===== src/rtl/core/bdq_pkg.sv =====
`timescale 1ns / 1ps

package bdq_pkg;

    localparam int DEFAULT_CAPACITY = 32;
    localparam int CMD_FIFO_DEPTH   = 2;

    localparam logic [1:0] ACT_PUSH_FRONT = 2'd0;
    localparam logic [1:0] ACT_PUSH_BACK  = 2'd1;
    localparam logic [1:0] ACT_POP_FRONT  = 2'd2;
    localparam logic [1:0] ACT_POP_BACK   = 2'd3;

    localparam logic [1:0] ST_DONE  = 2'd0;
    localparam logic [1:0] ST_FULL  = 2'd1;
    localparam logic [1:0] ST_EMPTY = 2'd2;

    // Memory operation that the back part carries out for one item.
    localparam logic [1:0] OP_NONE  = 2'd0;
    localparam logic [1:0] OP_WRITE = 2'd1;
    localparam logic [1:0] OP_READ  = 2'd2;

    typedef struct packed {
        logic [1:0]         action;
        logic signed [31:0] push_value;
    } item_t;

    typedef struct packed {
        logic signed [31:0] pop_value;
        logic [1:0]         status;
        logic [5:0]         occupancy;
    } result_t;

    typedef struct packed {
        logic [1:0]  op;
        logic [31:0] value;
        logic [1:0]  status;
        logic [5:0]  occupancy;
    } cmd_t;

endpackage


===== src/rtl/core/bdq_front.sv =====
`timescale 1ns / 1ps

module bdq_front #(
    parameter int CAPACITY = bdq_pkg::DEFAULT_CAPACITY
) (
    input  logic                          clk,
    input  logic                          rst_n,
    input  logic                          item_valid,
    output logic                          item_stall,
    input  bdq_pkg::item_t                item,
    output logic                          cmd_push,
    output bdq_pkg::cmd_t                 cmd,
    output logic [$clog2(CAPACITY)-1:0]   cmd_addr,
    input  logic                          cmd_full
);

    localparam int IDX_W = $clog2(CAPACITY);
    localparam int CNT_W = $clog2(CAPACITY + 1);
    localparam int SUM_W = CNT_W + 1;

    logic [IDX_W-1:0] front_reg, front_next;
    logic [CNT_W-1:0] count_reg, count_next;

    logic             accept;
    logic             is_push;
    logic             full;
    logic             empty;
    logic [IDX_W-1:0] front_dec;
    logic [IDX_W-1:0] front_inc;
    logic [SUM_W-1:0] tail_sum;
    logic [SUM_W-1:0] last_sum;
    logic [IDX_W-1:0] tail_pos;
    logic [IDX_W-1:0] last_pos;

    assign item_stall = cmd_full;
    assign accept     = item_valid && !item_stall;
    assign cmd_push   = accept;

    assign is_push = (item.action == bdq_pkg::ACT_PUSH_FRONT)
                  || (item.action == bdq_pkg::ACT_PUSH_BACK);
    assign full    = (count_reg == CNT_W'(CAPACITY));
    assign empty   = (count_reg == '0);

    assign front_dec = (front_reg == '0) ? IDX_W'(CAPACITY - 1) : front_reg - 1'b1;
    assign front_inc = (front_reg == IDX_W'(CAPACITY - 1)) ? '0 : front_reg + 1'b1;

    // The sum of front and count stays below twice the capacity, so one
    // compare and subtract brings it back into the ring.
    assign tail_sum = SUM_W'(front_reg) + SUM_W'(count_reg);
    assign last_sum = tail_sum - 1'b1;
    assign tail_pos = (tail_sum >= SUM_W'(CAPACITY)) ? IDX_W'(tail_sum - SUM_W'(CAPACITY))
                                                      : IDX_W'(tail_sum);
    assign last_pos = (last_sum >= SUM_W'(CAPACITY)) ? IDX_W'(last_sum - SUM_W'(CAPACITY))
                                                      : IDX_W'(last_sum);

    always_comb
    begin
        front_next = front_reg;
        count_next = count_reg;
        cmd.op     = bdq_pkg::OP_NONE;
        cmd.value  = item.push_value;
        cmd.status = bdq_pkg::ST_DONE;
        cmd_addr   = front_reg;
        if (is_push)
        begin
            if (full)
            begin
                cmd.status = bdq_pkg::ST_FULL;
            end
            else
            begin
                cmd.op     = bdq_pkg::OP_WRITE;
                count_next = count_reg + 1'b1;
                if (item.action == bdq_pkg::ACT_PUSH_FRONT)
                begin
                    front_next = front_dec;
                    cmd_addr   = front_dec;
                end
                else
                begin
                    cmd_addr = tail_pos;
                end
            end
        end
        else
        begin
            if (empty)
            begin
                cmd.status = bdq_pkg::ST_EMPTY;
            end
            else
            begin
                cmd.op     = bdq_pkg::OP_READ;
                count_next = count_reg - 1'b1;
                if (item.action == bdq_pkg::ACT_POP_FRONT)
                begin
                    front_next = front_inc;
                    cmd_addr   = front_reg;
                end
                else
                begin
                    cmd_addr = last_pos;
                end
            end
        end
        cmd.occupancy = 6'(count_next);
    end

    always_ff @(posedge clk or negedge rst_n)
    begin
        if (!rst_n)
        begin
            front_reg <= '0;
            count_reg <= '0;
        end
        else if (accept)
        begin
            front_reg <= front_next;
            count_reg <= count_next;
        end
    end

endmodule


===== src/rtl/core/bdq_cmd_fifo.sv =====
`timescale 1ns / 1ps

module bdq_cmd_fifo #(
    parameter int ADDR_W = $clog2(bdq_pkg::DEFAULT_CAPACITY)
) (
    input  logic                clk,
    input  logic                rst_n,
    input  logic                push,
    input  bdq_pkg::cmd_t       push_cmd,
    input  logic [ADDR_W-1:0]   push_addr,
    output logic                full,
    input  logic                pop,
    output logic                nonempty,
    output bdq_pkg::cmd_t       head_cmd,
    output logic [ADDR_W-1:0]   head_addr
);

    localparam int DEPTH = bdq_pkg::CMD_FIFO_DEPTH;
    localparam int PTR_W = $clog2(DEPTH);
    localparam int CNT_W = $clog2(DEPTH + 1);

    bdq_pkg::cmd_t     cmd_mem  [DEPTH];
    logic [ADDR_W-1:0] addr_mem [DEPTH];

    logic [PTR_W-1:0] wr_ptr_reg, wr_ptr_next;
    logic [PTR_W-1:0] rd_ptr_reg, rd_ptr_next;
    logic [CNT_W-1:0] fill_reg, fill_next;

    assign full      = (fill_reg == CNT_W'(DEPTH));
    assign nonempty  = (fill_reg != '0);
    assign head_cmd  = cmd_mem[rd_ptr_reg];
    assign head_addr = addr_mem[rd_ptr_reg];

    always_comb
    begin
        wr_ptr_next = wr_ptr_reg;
        rd_ptr_next = rd_ptr_reg;
        fill_next   = fill_reg;
        if (push)
        begin
            wr_ptr_next = (wr_ptr_reg == PTR_W'(DEPTH - 1)) ? '0 : wr_ptr_reg + 1'b1;
        end
        if (pop)
        begin
            rd_ptr_next = (rd_ptr_reg == PTR_W'(DEPTH - 1)) ? '0 : rd_ptr_reg + 1'b1;
        end
        if (push && !pop)
        begin
            fill_next = fill_reg + 1'b1;
        end
        else if (pop && !push)
        begin
            fill_next = fill_reg - 1'b1;
        end
    end

    always_ff @(posedge clk or negedge rst_n)
    begin
        if (!rst_n)
        begin
            wr_ptr_reg <= '0;
            rd_ptr_reg <= '0;
            fill_reg   <= '0;
        end
        else
        begin
            wr_ptr_reg <= wr_ptr_next;
            rd_ptr_reg <= rd_ptr_next;
            fill_reg   <= fill_next;
        end
    end

    always_ff @(posedge clk)
    begin
        if (push)
        begin
            cmd_mem[wr_ptr_reg]  <= push_cmd;
            addr_mem[wr_ptr_reg] <= push_addr;
        end
    end

endmodule


===== src/rtl/core/bdq_back.sv =====
`timescale 1ns / 1ps

module bdq_back #(
    parameter int CAPACITY = bdq_pkg::DEFAULT_CAPACITY
) (
    input  logic                          clk,
    input  logic                          rst_n,
    input  logic                          cmd_nonempty,
    input  bdq_pkg::cmd_t                 cmd,
    input  logic [$clog2(CAPACITY)-1:0]   cmd_addr,
    output logic                          cmd_pop,
    output logic                          result_valid,
    input  logic                          result_stall,
    output bdq_pkg::result_t              result
);

    logic [31:0] word_store [CAPACITY];

    logic        res_valid_reg;
    logic        res_read_reg;
    logic [1:0]  res_status_reg;
    logic [5:0]  res_occ_reg;
    logic [31:0] rd_data_reg;

    // A command is issued only when the result register is free or being
    // taken, so a stalled result never sees its read data replaced.
    assign cmd_pop = cmd_nonempty && (!res_valid_reg || !result_stall);

    assign result_valid     = res_valid_reg;
    assign result.pop_value = res_read_reg ? rd_data_reg : '0;
    assign result.status    = res_status_reg;
    assign result.occupancy = res_occ_reg;

    always_ff @(posedge clk)
    begin
        if (cmd_pop && (cmd.op == bdq_pkg::OP_WRITE))
        begin
            word_store[cmd_addr] <= cmd.value;
        end
        if (cmd_pop && (cmd.op == bdq_pkg::OP_READ))
        begin
            rd_data_reg <= word_store[cmd_addr];
        end
    end

    always_ff @(posedge clk)
    begin
        if (cmd_pop)
        begin
            res_read_reg   <= (cmd.op == bdq_pkg::OP_READ);
            res_status_reg <= cmd.status;
            res_occ_reg    <= cmd.occupancy;
        end
    end

    always_ff @(posedge clk or negedge rst_n)
    begin
        if (!rst_n)
        begin
            res_valid_reg <= 1'b0;
        end
        else if (cmd_pop)
        begin
            res_valid_reg <= 1'b1;
        end
        else if (!result_stall)
        begin
            res_valid_reg <= 1'b0;
        end
    end

endmodule


===== src/rtl/core/bounded_deque.sv =====
`timescale 1ns / 1ps
// An item's command goes into the command queue at its transfer and then into
// the result register, so a result never transfers along with its own item.
// One item per cycle while item_stall is low; the front updates the ring
// bookkeeping and the back makes one access to the single-port word store.
// Reset clears the front index, the word count and all valid flags at once;
// the word store is not cleared and no clearing pass runs.

module bounded_deque #(
    parameter int CAPACITY = bdq_pkg::DEFAULT_CAPACITY
) (
    input  logic             clk,
    input  logic             rst_n,
    input  logic             item_valid,
    output logic             item_stall,
    input  bdq_pkg::item_t   item,
    output logic             result_valid,
    input  logic             result_stall,
    output bdq_pkg::result_t result
);

    localparam int ADDR_W = $clog2(CAPACITY);

    logic              fe_push;
    bdq_pkg::cmd_t     fe_cmd;
    logic [ADDR_W-1:0] fe_addr;
    logic              q_full;
    logic              q_nonempty;
    logic              q_pop;
    bdq_pkg::cmd_t     q_cmd;
    logic [ADDR_W-1:0] q_addr;

    bdq_front #(
        .CAPACITY (CAPACITY)
    ) u_front (
        .clk        (clk),
        .rst_n      (rst_n),
        .item_valid (item_valid),
        .item_stall (item_stall),
        .item       (item),
        .cmd_push   (fe_push),
        .cmd        (fe_cmd),
        .cmd_addr   (fe_addr),
        .cmd_full   (q_full)
    );

    bdq_cmd_fifo #(
        .ADDR_W (ADDR_W)
    ) u_queue (
        .clk       (clk),
        .rst_n     (rst_n),
        .push      (fe_push),
        .push_cmd  (fe_cmd),
        .push_addr (fe_addr),
        .full      (q_full),
        .pop       (q_pop),
        .nonempty  (q_nonempty),
        .head_cmd  (q_cmd),
        .head_addr (q_addr)
    );

    bdq_back #(
        .CAPACITY (CAPACITY)
    ) u_back (
        .clk          (clk),
        .rst_n        (rst_n),
        .cmd_nonempty (q_nonempty),
        .cmd          (q_cmd),
        .cmd_addr     (q_addr),
        .cmd_pop      (q_pop),
        .result_valid (result_valid),
        .result_stall (result_stall),
        .result       (result)
    );

endmodule


===== config.mk =====
export PLATFORM = sky130hd
export DESIGN_NAME = bounded_deque
export DESIGN_NICKNAME = d
export VERILOG_FILES = /design/src/rtl/core/bdq_pkg.sv /design/src/rtl/core/bdq_front.sv /design/src/rtl/core/bdq_cmd_fifo.sv /design/src/rtl/core/bdq_back.sv /design/src/rtl/core/bounded_deque.sv
export SDC_FILE = /design/constraint.sdc
export NUM_CORES = 1
export LEC_CHECK = 0
export ABC_CLOCK_PERIOD_IN_PS = 11200
export BUFFER_PORTS_ARGS = -buffer_cell sky130_fd_sc_hd__clkbuf_2
export CORE_ASPECT_RATIO = 0.75
export CORE_MARGIN = 2
export CORE_UTILIZATION = 50
export DETAILED_ROUTE_END_ITERATION = 8
export GPL_TIMING_DRIVEN = 0
export PLACE_DENSITY = 0.66
export SLEW_MARGIN = 10
export SYNTH_ARGS = -nofsm -noshare
export SYNTH_HDL_FRONTEND = slang
export SYNTH_SLANG_ARGS = --single-unit

===== constraint.sdc =====
create_clock -name clk -period 11.2 [get_ports clk]
set_input_delay 1.12 -clock clk [delete_from_list [all_inputs] [get_ports clk]]
set_output_delay 1.12 -clock clk [all_outputs]
set_load 0.02 [all_outputs]

==> results.py <==
metrics = {
    "run_status": {
        "status": "finished, final reports clean",
    },
    "clock_network": {
        "ctsResizeCount": 0,
        "cts_htree_levels": 3,
        "clock_sinks": 1175,
        "cts_root_buffer": "clkbuf_16",
        "clkLatencyLatePin_ns": 0.71,
        "numCtsBuffers": 111,
        "holdBufCountCts": 0,
        "clk_path_buf_depth": 3,
        "postCtsSetupBuffers": 0,
        "tritoncts": "done",
        "clkTransAtPathRegs_ns": 0.06,
    },
    "sta": {
        "tightestPinTransition_ns": 1.36,
        "slew_violations": 0,
        "period_minus_slack_ns": 4.80,
        "slew_headroom": 0.0961,
        "rsz0062_at_grt": "false",
        "hold_viol": 0,
        "holdWs_ns": 0.380,
        "setup_viol": 0,
        "finalSetupTns_ns": 0,
        "period_share": 0.429,
        "clock-skew-final_ns": 0.0320,
        "worst_slack_ns": 6.40,
        "max_freq_ghz": 0.208,
    },
    "setup_path": {
        "worstSetupPathType": "reg -> reg",
        "cp-end-kind": "register",
        "reg2reg_depth": 9,
        "crit_path_start_kind": "register",
        "cp.arrival_ns": 5.20,
        "crit_required_ns": 11.60,
        "path_max_fanout": 20,
    },
    "global_route": {
        "track_usage": 0.288,
        "grt_pass1_vias": 24600,
        "antenna_found_initial": 4,
        "grt_max_degree": 33,
        "overflow": 0,
        "grt_pass1_wl_um": 185000,
    },
    "route": {
        "dr.pass1.iters": 5,
        "drc": 0,
        "drt_iter0_markers": 4614,
        "postRouteAntennaNets": 0,
        "vias": 25700,
        "viasPerCell": 6.66,
        "wl_per_cell_um": 34.7,
        "wl_um": 134000,
    },
    "run": {
        "maxCapViolCount": 0,
    },
    "yosys": {
        "synth.distinct_cells": 70,
        "ys_ff_latch": 1175,
        "synth_ff_type": "edfxtp_1",
        "synth_area_per_cell_um2": 19.6,
        "synth_area_mm2": 0.0454,
        "ys_warn_count": 0,
        "synth-edff-count": 1159,
        "syn-instance-count": 2309,
        "ys_seq_area_frac": 0.776,
        "syn-num-nets": 2360,
        "async_flop_share": 0.0136,
    },
    "cells_and_area": {
        "finalNetCount": 2597,
        "final_core_util": 0.581,
        "largest_reg_flops": 1024,
        "syn_to_final_growth_pct": 15.0,
        "drive_above_1_share": 0.231,
    },
    "die": {
        "dieWidth_um": 352,
        "die-height_um": 265,
        "die_area_mm2": 0.0932,
        "core_area_mm2": 0.0897,
        "initial_core_util": 0.506,
        "num_rows": 95,
        "ios": 80,
    },
    "place": {
        "place_ws_ns": 6.53,
        "dp_hpwl_um": 85200,
        "place_congestion": 0.916,
        "numPortBuffers": 79,
    },
    "power_and_ir_drop": {
        "power_density_mw_per_mm2": 270,
        "p_leak_nw": 16.5,
        "ir_drop_mv": 0.159,
    },
    "worst_hold_path": {
        "hold_class": "in -> async",
    },
}
-- cell usage after synthesis, types with 16 or more instances --
cell type  instances  area, um^2
mux4_2           184        4140
nand2_1           70         263
a41oi_1           21         184
and3_1            17         106
and2_1            35         219
o21ai_0          165         826
a22o_1            45         394
dfrtp_1           16         400
mux2_2            45         507
a211oi_1          17         128
nand4_1           35         219
buf_2             34         170
clkbuf_1          74         278
inv_1             19        71.3
a22oi_1           96         721
edfxtp_1        1159       34800
a21oi_1           46         230
nor2_1            43         161
-- stage by stage --
stage	instance area (um^2)	instances	power (mW)
after floorplan	45400	2309	8.51
after global placement	47300	3600	10.1
after detailed placement	48600	3645	10.3
after CTS	52100	3853	14.0
after global routing	52100	3853	14.5
final	52200	3856	14.1
-- per-layer routing --
layer  vias up  global-route usage  part of all wire
met5         -                   0                 0
met4         0              0.0892             0.034
met3       289              0.0835              0.14
met2      1939               0.410              0.43
met1     13300               0.432              0.40
li1      10100                   -                 -
-- critical path, cell delays in order, from the launching register on --
cell and delay [ns]:
dfrtp_1 0.34, buf_6 0.14, buf_2 0.23, buf_2 0.26, a41o_1 0.17, clkbuf_1 0.63, clkbuf_1 0.81, clkbuf_1 0.70
and3_2 0.91, buf_16 0.26
-- cells in the final DEF (no fill, tap or decap), types with 6 or more instances in the layout --
cell type,n
buf_12,18
and2_1,34
buf_1,9
buf_16,24
buf_2,36
inv_1,19
mux2_2,45
a31oi_1,10
clkbuf_1,100
ha_1,12
buf_6,8
nand2_1,70
a41oi_1,21
nand3_1,9
dfrtp_1,16
nand4b_1,7
clkinv_1,29
o21ai_0,165
edfxtp_1,1159
clkbuf_2,82
a22oi_1,96
nor3_1,6
bufinv_16,11
a211oi_1,17
nor2_1,21
mux4_2,184
mux2i_1,12
nor2_4,21
nand2b_1,8
clkinv_2,16
buf_4,10
clkbuf_16,112
nand4_1,35
and3_4,9
xnor2_1,6
a22o_1,45
xor2_1,9
a21oi_1,46
-- logic make-up (layout without fill, tap and decap cells) --
logic type | after synthesis | after routing | share of synthesized area
flops | 1175 | 1175 | 0.776
compound gates | 441 | 441 | 0.0639
simple gates | 266 | 266 | 0.0315
mux | 243 | 243 | 0.106
buf+inv | 155 | 487 | 0.0156
xor+xnor | 16 | 16 | 0.00339
fa+ha+maj | 13 | 13 | 0.00375
other cells | 0 | 3 | 0
-- path summary, 6_finish.rpt --
path | from | endpoint | slack (ns)
worst max-delay path | u_queue.rd_ptr_reg$_DFFE_PN0P_ | u_back.word_store[6][11]$_DFFE_PP_ | 6.40
worst min-delay path | rst_n | u_queue.fill_reg[0]$_DFFE_PN0P_ | 0.38
worst max register to register | u_queue.rd_ptr_reg$_DFFE_PN0P_ | u_back.word_store[6][11]$_DFFE_PP_ | 6.40
worst min register to register | u_back.result_valid$_DFFE_PN0P_ | u_back.result_valid$_DFFE_PN0P_ | 0.52
max in group asynchronous | rst_n | u_front.front_reg[4]$_DFFE_PN0P_ | 10.44
min in group clk | u_back.result_valid$_DFFE_PN0P_ | u_back.result_valid$_DFFE_PN0P_ | 0.52
-- area by class of cell --
cell class	instances	area [um^2]
Multi-Input combinational cell	979	9700
Tap cell	1212	1520
Timing Repair Buffer	124	1440
Clock inverter	67	658
Antenna cell	3	7.51
Fill cell	6518	37600
Buffer	134	634
Inverter	21	78.8
Sequential cell	1175	35200
Clock buffer	141	2910
-- power by group --
group | switching, mW | internal (mW) | total, mW
clock network | 1.63 | 2.10 | 3.73
logic | 3.06 | 1.50 | 4.56
registers | 0.109 | 5.66 | 5.77
total | 4.80 | 9.26 | 14.1
No activity file was read; power rests on OpenSTA's default activity.
